**config.mk**
```make
export PLATFORM = sky130hd
export DESIGN_NAME = int8_matrix_multiply_rescale
export DESIGN_NICKNAME = d
export VERILOG_FILES = /design/src/hw/rtl/mmr_pkg.sv /design/src/hw/rtl/int8_matrix_multiply_rescale.sv /design/src/hw/rtl/mmr_front.sv /design/src/hw/rtl/mmr_back.sv
export SDC_FILE = /design/constraint.sdc
export NUM_CORES = 2
export LEC_CHECK = 0
export ABC_CLOCK_PERIOD_IN_PS = 7200
export BUFFER_PORTS_ARGS = -buffer_cell sky130_fd_sc_hd__buf_2
export CAP_MARGIN = 20
export CORE_MARGIN = 2
export CORE_UTILIZATION = 58
export CTS_BUF_LIST = sky130_fd_sc_hd__clkbuf_16
export CTS_CLUSTER_DIAMETER = 150
export DETAILED_ROUTE_END_ITERATION = 16
export PLACE_DENSITY = 0.84
export REMOVE_ABC_BUFFERS = 1
export SLEW_MARGIN = 20
export SYNTH_ARGS = -nofsm -noshare
export SYNTH_HDL_FRONTEND = slang
export SYNTH_SLANG_ARGS = --single-unit
```
**constraint.sdc**
```tcl
create_clock -name clock -period 7.2 [get_ports clock]
set_clock_uncertainty 0.2 [all_clocks]
set_input_delay 1.08 -clock clock [delete_from_list [all_inputs] [get_ports clock]]
set_output_delay 1.08 -clock clock [all_outputs]
set_load 0.02 [all_outputs]
```
**src/hw/rtl/mmr_pkg.sv**
```systemverilog
// Shared types, constants and helpers of the int8 matrix multiply and rescale block.
package mmr_pkg;

   localparam int MAX_DIM     = 8;
   localparam int DIM_W       = 4;
   localparam int IDX_W       = 3;
   localparam int ADDR_W      = 6;
   localparam int STORE_DEPTH = MAX_DIM * MAX_DIM;
   localparam int ELEM_W      = 8;
   localparam int SCALE_W     = 24;
   localparam int SPROD_W     = 32;
   localparam int DOT_W       = 20;
   localparam int VALUE_W     = 50;
   localparam int CSR_IDX_W   = 3;
   localparam int CSR_DATA_W  = 24;

   // Input command codes
   localparam logic [1:0] CMD_LOAD_A  = 2'd0;
   localparam logic [1:0] CMD_LOAD_B  = 2'd1;
   localparam logic [1:0] CMD_COMPUTE = 2'd2;

   // Register indexes
   localparam logic [CSR_IDX_W-1:0] REG_ROW_COUNT   = 3'd0;
   localparam logic [CSR_IDX_W-1:0] REG_INNER_COUNT = 3'd1;
   localparam logic [CSR_IDX_W-1:0] REG_COL_COUNT   = 3'd2;
   localparam logic [CSR_IDX_W-1:0] REG_SCALE_A     = 3'd3;
   localparam logic [CSR_IDX_W-1:0] REG_SCALE_B     = 3'd4;

   typedef enum logic [1:0] {
      KIND_LOAD_A,
      KIND_LOAD_B,
      KIND_COMPUTE
   } kind_type;

   // One classified command waiting for the back end
   typedef struct packed {
      kind_type            kind;
      logic [ADDR_W-1:0]   addr;
      logic [ELEM_W-1:0]   value;
   } cmd_type;

   // Effective sizes and rounded scale product
   typedef struct packed {
      logic [DIM_W-1:0]    rows;
      logic [DIM_W-1:0]    inner;
      logic [DIM_W-1:0]    cols;
      logic [SPROD_W-1:0]  sprod;
   } cfg_type;

   // One result element
   typedef struct packed {
      logic [IDX_W-1:0]    row;
      logic [IDX_W-1:0]    col;
      logic [VALUE_W-1:0]  value;
      logic                last;
   } rsp_type;

   // Sizes above the maximum act as the maximum
   function automatic logic [DIM_W-1:0] eff_dim(input logic [DIM_W-1:0] v);
      return (v > DIM_W'(MAX_DIM)) ? DIM_W'(MAX_DIM) : v;
   endfunction

endpackage

```
**src/hw/rtl/int8_matrix_multiply_rescale.sv**
```systemverilog
// Top level: configuration registers, scale product, front and back ends.
// Loads: one transfer per cycle while req_full is low; an element goes through the
// command queue and is written into its store when the idle back end dispatches it.
// Compute: one A and one B element read per cycle, while the result queue has room, by
// the single multiply-accumulate unit, rows*cols*max(inner,1) terms in all.
// Reset: sizes go to 8, scales to 1.0, queues empty; the element stores are not cleared.
module int8_matrix_multiply_rescale import mmr_pkg::*; (
   input  logic                      clock,
   input  logic                      reset,
   input  logic                      req_push,
   output logic                      req_full,
   input  logic [1:0]                req_command,
   input  logic [ADDR_W-1:0]         req_elem_addr,
   input  logic signed [ELEM_W-1:0]  req_elem_value,
   output logic                      rsp_empty,
   input  logic                      rsp_pop,
   output logic [IDX_W-1:0]          rsp_out_row,
   output logic [IDX_W-1:0]          rsp_out_col,
   output logic signed [VALUE_W-1:0] rsp_out_value,
   output logic                      rsp_last_flag,
   input  logic                      csr_wr_en,
   input  logic [CSR_IDX_W-1:0]      csr_index,
   input  logic [CSR_DATA_W-1:0]     csr_data
);

   logic [DIM_W-1:0]     row_count_ff, inner_count_ff, col_count_ff;
   logic [SCALE_W-1:0]   scale_a_ff, scale_b_ff;
   logic [SPROD_W-1:0]   sprod_ff;
   logic [2*SCALE_W-1:0] scale_full;
   cfg_type              cfg;
   logic                 cmd_pop, cmd_empty;
   cmd_type              cmd_head;

   // Configuration writes
   always_ff @(posedge clock) begin
      if (reset) begin
         row_count_ff   <= DIM_W'(MAX_DIM);
         inner_count_ff <= DIM_W'(MAX_DIM);
         col_count_ff   <= DIM_W'(MAX_DIM);
         scale_a_ff     <= SCALE_W'(65536);
         scale_b_ff     <= SCALE_W'(65536);
      end else if (csr_wr_en) begin
         case (csr_index)
            REG_ROW_COUNT:   row_count_ff   <= csr_data[DIM_W-1:0];
            REG_INNER_COUNT: inner_count_ff <= csr_data[DIM_W-1:0];
            REG_COL_COUNT:   col_count_ff   <= csr_data[DIM_W-1:0];
            REG_SCALE_A:     scale_a_ff     <= csr_data[SCALE_W-1:0];
            REG_SCALE_B:     scale_b_ff     <= csr_data[SCALE_W-1:0];
            default:         ;
         endcase
      end
   end

   // Scale product, Q16.16 rounded half up
   assign scale_full = scale_a_ff * scale_b_ff;

   always_ff @(posedge clock) begin
      sprod_ff <= SPROD_W'((scale_full + (2*SCALE_W)'(32768)) >> 16);
   end

   assign cfg = '{rows:  eff_dim(row_count_ff),
                  inner: eff_dim(inner_count_ff),
                  cols:  eff_dim(col_count_ff),
                  sprod: sprod_ff};

   mmr_front u_front (
      .clock          (clock),
      .reset          (reset),
      .req_push       (req_push),
      .req_full       (req_full),
      .req_command    (req_command),
      .req_elem_addr  (req_elem_addr),
      .req_elem_value (req_elem_value),
      .cfg            (cfg),
      .cmd_pop        (cmd_pop),
      .cmd_empty      (cmd_empty),
      .cmd_head       (cmd_head)
   );

   mmr_back u_back (
      .clock         (clock),
      .reset         (reset),
      .cfg           (cfg),
      .cmd_empty     (cmd_empty),
      .cmd_head      (cmd_head),
      .cmd_pop       (cmd_pop),
      .rsp_empty     (rsp_empty),
      .rsp_pop       (rsp_pop),
      .rsp_out_row   (rsp_out_row),
      .rsp_out_col   (rsp_out_col),
      .rsp_out_value (rsp_out_value),
      .rsp_last_flag (rsp_last_flag)
   );

endmodule

```
**src/hw/rtl/mmr_front.sv**
```systemverilog
// Front end: accepts items, classifies them and queues the ones that do work.
module mmr_front import mmr_pkg::*; (
   input  logic                     clock,
   input  logic                     reset,
   input  logic                     req_push,
   output logic                     req_full,
   input  logic [1:0]               req_command,
   input  logic [ADDR_W-1:0]        req_elem_addr,
   input  logic signed [ELEM_W-1:0] req_elem_value,
   input  cfg_type                  cfg,
   input  logic                     cmd_pop,
   output logic                     cmd_empty,
   output cmd_type                  cmd_head
);

   localparam int QDEPTH = 4;
   localparam int QPTR_W = 2;

   cmd_type             q_mem_ff [QDEPTH];
   logic [QPTR_W-1:0]   wr_ptr_ff, wr_ptr_in;
   logic [QPTR_W-1:0]   rd_ptr_ff, rd_ptr_in;
   logic [QPTR_W:0]     count_ff, count_in;

   logic [2*DIM_W-1:0]  a_limit;
   logic [2*DIM_W-1:0]  b_limit;
   logic                keep;
   kind_type            kind;
   logic                push_q;

   // Classify the incoming item; out-of-range loads, empty computes and unknown codes are dropped
   always_comb begin
      a_limit = cfg.rows * cfg.inner;
      b_limit = cfg.inner * cfg.cols;
      keep    = 1'b0;
      kind    = KIND_COMPUTE;
      case (req_command)
         CMD_LOAD_A: begin
            kind = KIND_LOAD_A;
            keep = {2'b00, req_elem_addr} < a_limit;
         end
         CMD_LOAD_B: begin
            kind = KIND_LOAD_B;
            keep = {2'b00, req_elem_addr} < b_limit;
         end
         CMD_COMPUTE: begin
            kind = KIND_COMPUTE;
            keep = (cfg.rows != '0) && (cfg.cols != '0);
         end
         default: begin
            kind = KIND_COMPUTE;
            keep = 1'b0;
         end
      endcase
   end

   assign req_full  = (count_ff == (QPTR_W+1)'(QDEPTH));
   assign cmd_empty = (count_ff == '0);
   assign cmd_head  = q_mem_ff[rd_ptr_ff];
   assign push_q    = req_push && !req_full && keep;

   // Queue pointers and fill count
   always_comb begin
      wr_ptr_in = push_q ? wr_ptr_ff + 1'b1 : wr_ptr_ff;
      rd_ptr_in = cmd_pop ? rd_ptr_ff + 1'b1 : rd_ptr_ff;
      count_in  = count_ff + (QPTR_W+1)'(push_q) - (QPTR_W+1)'(cmd_pop);
   end

   always_ff @(posedge clock) begin
      if (reset) begin
         wr_ptr_ff <= '0;
         rd_ptr_ff <= '0;
         count_ff  <= '0;
      end else begin
         wr_ptr_ff <= wr_ptr_in;
         rd_ptr_ff <= rd_ptr_in;
         count_ff  <= count_in;
      end
   end

   // Queue storage
   always_ff @(posedge clock) begin
      if (push_q) begin
         q_mem_ff[wr_ptr_ff] <= '{kind: kind, addr: req_elem_addr,
                                  value: req_elem_value};
      end
   end

endmodule

```
**src/hw/rtl/mmr_back.sv**
```systemverilog
// Back end: element stores, multiply-accumulate sequencer, rescale and result queue.
module mmr_back import mmr_pkg::*; (
   input  logic                      clock,
   input  logic                      reset,
   input  cfg_type                   cfg,
   input  logic                      cmd_empty,
   input  cmd_type                   cmd_head,
   output logic                      cmd_pop,
   output logic                      rsp_empty,
   input  logic                      rsp_pop,
   output logic [IDX_W-1:0]          rsp_out_row,
   output logic [IDX_W-1:0]          rsp_out_col,
   output logic signed [VALUE_W-1:0] rsp_out_value,
   output logic                      rsp_last_flag
);

   localparam int ODEPTH   = 8;
   localparam int OPTR_W   = 3;
   // Results that can be in flight behind the issue point
   localparam int INFLIGHT = 4;

   typedef enum logic {ST_IDLE, ST_RUN} state_type;

   // Element stores
   logic [ELEM_W-1:0]  a_mem [STORE_DEPTH];
   logic [ELEM_W-1:0]  b_mem [STORE_DEPTH];
   logic [ELEM_W-1:0]  a_rd_ff, b_rd_ff;

   // Sequencer
   state_type          state_ff;
   logic [IDX_W-1:0]   i_ff, j_ff, k_ff;
   logic [ADDR_W-1:0]  a_base_ff, a_idx_ff, b_idx_ff;
   logic               last_k, last_j, last_i, issue;
   logic               start, load_a, load_b;
   logic [ADDR_W:0]    a_next_base;

   // Pipeline stage 1: store data available
   logic               s1_valid_ff, s1_first_ff, s1_lastk_ff, s1_zero_ff, s1_last_ff;
   logic [IDX_W-1:0]   s1_row_ff, s1_col_ff;
   logic signed [2*ELEM_W-1:0] prod;
   logic signed [DOT_W-1:0]    acc_ff, acc_in;

   // Pipeline stage 2: finished dot product
   logic               s2_valid_ff, s2_last_ff;
   logic [IDX_W-1:0]   s2_row_ff, s2_col_ff;
   logic signed [DOT_W-1:0]     s2_dot_ff;
   logic signed [SPROD_W:0]     sprod_s;
   logic signed [DOT_W+SPROD_W:0] mul_full;

   // Pipeline stage 3: scaled result
   logic               s3_valid_ff;
   rsp_type            s3_rsp_ff;

   // Result queue
   rsp_type            o_mem_ff [ODEPTH];
   logic [OPTR_W-1:0]  o_wr_ff, o_rd_ff;
   logic [OPTR_W:0]    o_cnt_ff;
   logic               o_pop;
   rsp_type            o_head;

   // Command dispatch: loads finish at once, a compute starts the sequencer
   always_comb begin
      start  = 1'b0;
      load_a = 1'b0;
      load_b = 1'b0;
      if (state_ff == ST_IDLE && !cmd_empty) begin
         case (cmd_head.kind)
            KIND_LOAD_A:  load_a = 1'b1;
            KIND_LOAD_B:  load_b = 1'b1;
            KIND_COMPUTE: start  = 1'b1;
            default:      start  = 1'b0;
         endcase
      end
   end
   assign cmd_pop = start || load_a || load_b;

   // Loop ends; an inner size of zero gives one zero term per result
   assign last_k = ({1'b0, k_ff} + 1'b1 == cfg.inner) || (cfg.inner == '0);
   assign last_j = ({1'b0, j_ff} + 1'b1 == cfg.cols);
   assign last_i = ({1'b0, i_ff} + 1'b1 == cfg.rows);
   // Issue only while the result queue has room for everything in flight
   assign issue  = (state_ff == ST_RUN) &&
                   (o_cnt_ff <= (OPTR_W+1)'(ODEPTH - INFLIGHT));
   assign a_next_base = {1'b0, a_base_ff} + {3'b000, cfg.inner};

   // Store writes
   always_ff @(posedge clock) begin
      if (load_a) a_mem[cmd_head.addr] <= cmd_head.value;
      if (load_b) b_mem[cmd_head.addr] <= cmd_head.value;
   end

   // Store reads
   always_ff @(posedge clock) begin
      a_rd_ff <= a_mem[a_idx_ff];
      b_rd_ff <= b_mem[b_idx_ff];
   end

   // Sequencer walks rows, columns, then the inner index
   always_ff @(posedge clock) begin
      if (reset) begin
         state_ff    <= ST_IDLE;
         s1_valid_ff <= 1'b0;
         i_ff        <= '0;
         j_ff        <= '0;
         k_ff        <= '0;
         a_base_ff   <= '0;
         a_idx_ff    <= '0;
         b_idx_ff    <= '0;
      end else begin
         s1_valid_ff <= issue;
         case (state_ff)
            ST_IDLE: begin
               if (start) begin
                  state_ff  <= ST_RUN;
                  i_ff      <= '0;
                  j_ff      <= '0;
                  k_ff      <= '0;
                  a_base_ff <= '0;
                  a_idx_ff  <= '0;
                  b_idx_ff  <= '0;
               end
            end
            ST_RUN: begin
               if (issue) begin
                  if (!last_k) begin
                     k_ff     <= k_ff + 1'b1;
                     a_idx_ff <= a_idx_ff + 1'b1;
                     b_idx_ff <= b_idx_ff + ADDR_W'(cfg.cols);
                  end else begin
                     k_ff <= '0;
                     if (!last_j) begin
                        j_ff     <= j_ff + 1'b1;
                        a_idx_ff <= a_base_ff;
                        b_idx_ff <= ADDR_W'({1'b0, j_ff} + 1'b1);
                     end else begin
                        j_ff     <= '0;
                        b_idx_ff <= '0;
                        if (!last_i) begin
                           i_ff      <= i_ff + 1'b1;
                           a_base_ff <= a_next_base[ADDR_W-1:0];
                           a_idx_ff  <= a_next_base[ADDR_W-1:0];
                        end else begin
                           state_ff <= ST_IDLE;
                        end
                     end
                  end
               end
            end
            default: state_ff <= ST_IDLE;
         endcase
      end
   end

   // Stage 1 tags travel with the store read
   always_ff @(posedge clock) begin
      s1_first_ff <= (k_ff == '0);
      s1_lastk_ff <= last_k;
      s1_zero_ff  <= (cfg.inner == '0);
      s1_last_ff  <= last_i && last_j;
      s1_row_ff   <= i_ff;
      s1_col_ff   <= j_ff;
   end

   // Multiply-accumulate; the product stays a signed int8 by int8 multiply
   always_comb begin
      prod = '0;
      if (!s1_zero_ff) prod = $signed(a_rd_ff) * $signed(b_rd_ff);
      acc_in = (s1_first_ff ? '0 : acc_ff) +
               {{(DOT_W-2*ELEM_W){prod[2*ELEM_W-1]}}, prod};
   end

   always_ff @(posedge clock) begin
      if (s1_valid_ff) acc_ff <= acc_in;
      s2_dot_ff <= acc_in;
      s2_row_ff <= s1_row_ff;
      s2_col_ff <= s1_col_ff;
      s2_last_ff <= s1_last_ff;
   end

   // Rescale by the rounded scale product
   assign sprod_s  = {1'b0, cfg.sprod};
   assign mul_full = s2_dot_ff * sprod_s;

   always_ff @(posedge clock) begin
      s3_rsp_ff <= '{row: s2_row_ff, col: s2_col_ff,
                     value: mul_full[VALUE_W-1:0], last: s2_last_ff};
   end

   // Stage valid bits
   always_ff @(posedge clock) begin
      if (reset) begin
         s2_valid_ff <= 1'b0;
         s3_valid_ff <= 1'b0;
      end else begin
         s2_valid_ff <= s1_valid_ff && s1_lastk_ff;
         s3_valid_ff <= s2_valid_ff;
      end
   end

   // Result queue
   assign o_pop     = rsp_pop && !rsp_empty;
   assign rsp_empty = (o_cnt_ff == '0);
   assign o_head    = o_mem_ff[o_rd_ff];

   always_ff @(posedge clock) begin
      if (reset) begin
         o_wr_ff  <= '0;
         o_rd_ff  <= '0;
         o_cnt_ff <= '0;
      end else begin
         if (s3_valid_ff) o_wr_ff <= o_wr_ff + 1'b1;
         if (o_pop)       o_rd_ff <= o_rd_ff + 1'b1;
         o_cnt_ff <= o_cnt_ff + (OPTR_W+1)'(s3_valid_ff) - (OPTR_W+1)'(o_pop);
      end
   end

   always_ff @(posedge clock) begin
      if (s3_valid_ff) o_mem_ff[o_wr_ff] <= s3_rsp_ff;
   end

   assign rsp_out_row   = o_head.row;
   assign rsp_out_col   = o_head.col;
   assign rsp_out_value = o_head.value;
   assign rsp_last_flag = o_head.last;

endmodule
```
Word-level counts from Yosys, hierarchy flattened
Memories as Yosys holds them, arrays and structs flattened. A register that Yosys moved wholly into a read port is not among the register bits.
Index checks and enable logic that the tools add are counted.
{ "classes": {"addsub": 20, "multipliers": 5, "n_lt_le_gt_ge": 6, "eq_ne": 18, "n_mux": 58, "n_bitwise": 1, "reduce_logical": 32} }
{ "op_table": {"columns": ["op", "n"], "rows": [
  ["6-bit 2-to-1 mux", 11],
  ["20-bit by 33-bit multiplier with 50-bit output", 1],
  ["48-bit by 16-bit adder with 48-bit output (second input constant)", 1],
  ["24-bit by 24-bit multiplier with 48-bit output", 1],
  ["3-bit 2-to-1 mux", 12],
  ["6-bit one-hot mux with 2 select lines", 3],
  ["20-bit adder", 1],
  ["20-bit 2-to-1 mux", 1],
  ["1-bit 2-to-1 mux", 19],
  ["3-bit one-hot mux with 2 select lines", 3],
  ["3-bit by 1-bit adder with 4-bit output (second input constant)", 4],
  ["6-bit by 8-bit < comparator with 1-bit output", 2],
  ["4-bit by 4-bit multiplier with 8-bit output", 2],
  ["8-bit by 8-bit multiplier with 16-bit output", 1],
  ["16-bit 2-to-1 mux", 1],
  ["3-bit by 1-bit adder with 3-bit output (second input constant)", 5],
  ["6-bit by 4-bit adder with 6-bit output", 2],
  ["4-bit == test", 3],
  ["4-bit greater-than comparator (second input constant)", 3],
  ["4-bit 2-to-1 mux", 3],
  ["2-bit AND reduction", 6],
  ["3-bit logical NOT", 3],
  ["1-bit logical AND", 8],
  ["4-bit logical NOT", 2],
  ["26 further kinds", 42]
]} }
{ "word_totals": {"regBits": 254, "mem_bits_rw": 1544, "input_bits": 48, "out_inout_bits": 59, "memories": 4} }
{ "mem_list": {"columns": ["name", "words", "word_bits", "rd", "rd_clocked_by_memory_dff", "wr", "line_no", "text"], "rows": [
  ["u_back.a_mem", 64, 8, 1, 1, 1, "mmr_back.sv:25", "logic [ELEM_W-1:0] a_mem [STORE_DEPTH];"],
  ["u_back.b_mem", 64, 8, 1, 1, 1, "mmr_back.sv:26", "logic [ELEM_W-1:0] b_mem [STORE_DEPTH];"],
  ["u_back.o_mem_ff", 8, 57, 1, 1, 1, "mmr_back.sv:55", "rsp_type o_mem_ff [ODEPTH];"],
  ["u_front.q_mem_ff", 4, 16, 1, 1, 1, "mmr_front.sv:19", "cmd_type q_mem_ff [QDEPTH];"]
]} }

Logic depth before layout (Yosys ltp)
{ "depth": {"word_depth": 8, "ltp_mapped": 27, "mapped_depth_nobuf": 26} }

By module
From an unflattened synthesis, not the netlist that was laid out.
{ "hier_totals": {"hier_cells": 8264, "hier_area_um2": 111760.9} }
{ "modules_own_cells": {"columns": ["module", "instances", "cells_per_inst", "area_per_inst_um2", "seq_area_each_um2"], "rows": [
  ["mmr_back", 1, 5515, 86006.2, 48126.2],
  ["int8_matrix_multiply_rescale", 1, 2479, 21837.2, 1841.8],
  ["mmr_front", 1, 270, 3917.5, 2102.0]
]} }

Worst setup path after synthesis
No wires, ideal clock.
{ "synth_path": {"path_kind": "register to register", "start": "register scale_b_ff[4]", "end": "register sprod_ff[31]", "setup_time_ns": 0.072, "arrival_ns": 6.629, "t_required_ns": 6.928, "slack_ns": 0.299, "stages_incl_launch_ff": 25, "path_buffers": 2, "period_less_slack_ns": 6.901, "path_cell_list": "dfxtp_1 -> clkbuf_1 -> clkbuf_1 -> nand2_1 -> fa_1 -> fa_1 -> fa_1 -> inv_1 -> fa_1 -> inv_1 -> fa_1 -> inv_1 -> fa_1 -> inv_1 -> fa_1 -> inv_1 -> ha_1 -> a21oi_1 -> o21ai_0 -> a221o_1 -> or4_1 -> o2111a_1 -> o31a_1 -> nor2_1 -> xnor2_1"} }
{ "synth_via": {"elab_chain_cells": 2} }
{ "synth_rtl": {"columns": ["element", "line_no", "text"], "rows": [
  ["start, declared", "int8_matrix_multiply_rescale.sv:27", "logic [SCALE_W-1:0] scale_a_ff, scale_b_ff;"],
  ["start signal, assigned", "int8_matrix_multiply_rescale.sv:48", "REG_SCALE_B: scale_b_ff <= csr_data[SCALE_W-1:0];"],
  ["24-bit by 24-bit multiplier with 48-bit output", "int8_matrix_multiply_rescale.sv:55", "assign scale_full = scale_a_ff * scale_b_ff;"],
  ["48-bit by 16-bit adder with 48-bit output", "int8_matrix_multiply_rescale.sv:58", "sprod_ff <= SPROD_W'((scale_full + (2*SCALE_W)'(32768)) >> 16);"],
  ["end signal, assigned", "int8_matrix_multiply_rescale.sv:58", null],
  ["end, declared", "int8_matrix_multiply_rescale.sv:28", "logic [SPROD_W-1:0] sprod_ff;"]
]} }
No other way between the ends.
A chain may end at the register's enable or synchronous reset.

Worst setup path in the final report
{ "layout_path": {"start": "register scale_a_ff[6]", "end": "register sprod_ff[31]"} }
{ "layout_via": {"elab_chain_cells": 2} }
{ "layout_rtl": {"columns": ["element", "line_no", "text"], "rows": [
  ["start, declared", "int8_matrix_multiply_rescale.sv:27", null],
  ["start signal, assigned", "int8_matrix_multiply_rescale.sv:47", "REG_SCALE_A: scale_a_ff <= csr_data[SCALE_W-1:0];"],
  ["24-bit by 24-bit multiplier with 48-bit output", "int8_matrix_multiply_rescale.sv:55", null],
  ["48-bit by 16-bit adder with 48-bit output", "int8_matrix_multiply_rescale.sv:58", null]
]} }
No other way between the ends.

==> summary.md <==
| Metric | Value |
|---|---|
| Max clock buf depth | `3` |
| Met1 Track Usage GR | `0.369` |
| Initial antenna violation count | `12` |
| Syn Area/Cell | `13.5 um2` |
| GRT busiest layer | `met2` |
| Final WS setup | `163 ps` |
| Worst IR Drop VDD | `0.945 mV` |
| Cell variety after synth | `80` |
| Power density cells | `410 nW/um2` |
| DRC | `0` |
| Tcrit/Tclk final | `0.977` |
| FMAX | `142 MHz` |
| Seq/Total Area, Yosys | `0.466` |
| # IOs | `107` |
| Post-synthesis cell area | `112000 um2` |
| Max-cap violations | `0` |
| Status | `completed` |
| Syn Inst Count | `8267` |
| Synth top area cells | `edfxtp_1 42%, fa_1 19%, mux4_2 9.4%, ha_1 5.3%, dfxtp_1 4.6%` |
| Drt wl/cell | `26.1 um` |
| Crit Path Category | `reg -> reg` |
| Top_reg_cell synth | `edfxtp_1` |
| Post-synth ARST share | `0` |
| Vias in the first global route | `72400` |
| ANT nets after route | `0` |
| Leak Pwr | `48.2 nW` |
| Die area | `196000 um2` |
| H-tree levels | `4` |
| WL final | `290000 um` |
| Fin util | `0.638` |
| Max Slew Vio Count | `0` |
| Req. time, crit path | `7740 ps` |
| CTS tree | `yes` |
| Global-route wire length before repair | `443000 um` |
| Number of flops mapped to enable cells by yosys | `1564` |
| Worst-Skew Late Latency | `860 ps` |
| Rows | `161` |
| Post-synth top area cell | `edfxtp_1` |
| Final Setup Violations | `0` |
| Worst Setup Start Kind | `flop` |
| Synth top area share | `0.420` |
| Worst-path clk slew | `60 ps` |
| Die X | `443 um` |
| Largest net degree at the start of global routing | `113` |
| Placer Congestion | `0.934` |
| DIE HEIGHT | `443 um` |
| Worst-margin pin slew | `1180 ps` |
| RSZ-0062 raised after global routing | `true` |
| CP max FO | `10` |
| Met3 usage | `0.0516` |
| Hold Crit Class | `reg -> reg` |
| Inserted Clock Buffers | `178` |
| GRT Total Usage | `0.300` |
| Yosys reg bits | `1819` |
| # hold bufs at CTS | `0` |
| Layout cells sized above 1 | `0.148` |
| Setup TNS | `0 ps` |
| DP Worst Slack | `-168 ps` |
| Core area | `192000 um2` |
| Post-synth top cells | `1564 x edfxtp_1, 1290 x inv_1, 1087 x fa_1` |
| Slew HR | `0.208` |
| Port buffer count | `106` |
| DR vias/cell | `6.15` |
| Final Critical Period | `7040 ps` |
| Layout overhead on the synthesized area | `9.66%` |
| DRT Pass-1 Iters | `6` |
| Total congestion overflow | `0` |
| Initial DRC count | `7922` |
| CTS Root Cell | `clkbuf_16` |
| Yosys warns | `0` |
| Initial Utilization | `0.582` |
| Top-count cell post-synth | `edfxtp_1` |
| WP data arrival | `7580 ps` |
| Via count | `68300` |
| Crit path capture type | `flop` |
| DPL Wire Length | `192000 um` |
| Postcts setup bufs | `0` |
| Nets | `10000` |
| Met2 usage | `0.507` |
| Num Clock Sinks | `1819` |
| Hold Vio Cnt, Final | `0` |
[critical path: stages (launching register included)]
cell and delay, ps:
dfxtp_2 510, buf_4 180, nand2_1 70, fa_1 510
inv_1 50, fa_1 510, inv_1 60, fa_1 540
inv_1 50, fa_1 560, fa_1 450, fa_1 490
inv_1 50, fa_1 480, inv_1 50, ha_1 310
nand2_1 90, nor2_1 40, a221o_1 420, or4_4 440
o2111a_1 290, o31a_1 320, nor2_1 110, xnor2_1 120
[power breakdown]
group / switching [mW] / internal (mW) / total, mW
clock network: 4.30 / 5.40 / 9.70
registers: 0.828 / 13.5 / 14.3
logic: 15.7 / 10.4 / 26.2
[sequential cells by signal (all words and copies together), names as in the netlist, 24 cells and up, named ones only]
signal / count
scale_b_ff: 24
scale_a_ff: 24
sprod_ff: 32
u_back.o_mem_ff: 456
u_back.a_mem: 512
u_back.s3_rsp_ff: 57
u_back.b_mem: 512
u_front.q_mem_ff: 64
[placed cells by master (no fill, tap or decap), types with 98 or more instances in the layout]
cell and n:
a21oi_1 166, and2_1 648, buf_2 105, buf_4 233, clkbuf_16 178, dfxtp_1 197, edfxtp_1 1564, fa_1 1084
ha_1 470, inv_1 1330, mux4_2 458, nand2_1 829, nor2_1 285, xnor2_1 98
[timing repair]
action	CTS	global route
setup endpoints to repair	12	43
pin swaps	0	7
resized for setup	10	86
[layout make-up]
class	instances	area (um2)
Fill cell	13000	69500
Multi-Input combinational cell	4758	53400
Sequential cell	1819	52200
Inverter	1293	4850
Clock buffer	178	4450
Tap cell	2526	3160
Timing Repair Buffer	369	2760
Clock inverter	156	1610
Antenna cell	6	15.0
[stage by stage]
step	cells	cell area, um2	power [mW]	hold WS [ps]
3_5_place_dp	10800	116000	40.0	112
2_1_floorplan	7870	110000	31.6	110
5_1_grt	11100	122000	53.1	131
4_1_cts	11100	122000	49.9	126
6_report	11100	122000	50.2	126
3_3_place_gp	10800	116000	38.9	116
[routing by layer]
layer / up-vias / part of all wire
met4: 8 / 0.065
met5: - / 0.00017
met3: 1033 / 0.089
li1: 28100 / -
met1: 34900 / 0.34
met2: 4331 / 0.51
[logic make-up after synthesis]
kind of cell,synth area share
DFF,0.466
adders and majority gates,0.248
muxes,0.101
xor gates and xnor gates,0.0114
AOI/OAI and AO/OA,0.0274
and+or+nand+nor,0.0887
buffers and inverters,0.0570
[path summary, 6_finish.rpt]
check	depth (start not counted)	from	end	slack, ps
max	23	scale_a_ff[6]	sprod_ff[31]	160
min	0	u_back.s2_last_ff	u_back.s3_rsp_ff[0]	130
max reg2reg	23	scale_a_ff[6]	sprod_ff[31]	160
min reg2reg	0	u_back.s2_last_ff	u_back.s3_rsp_ff[0]	130
(Power assumes the default switching activity.)
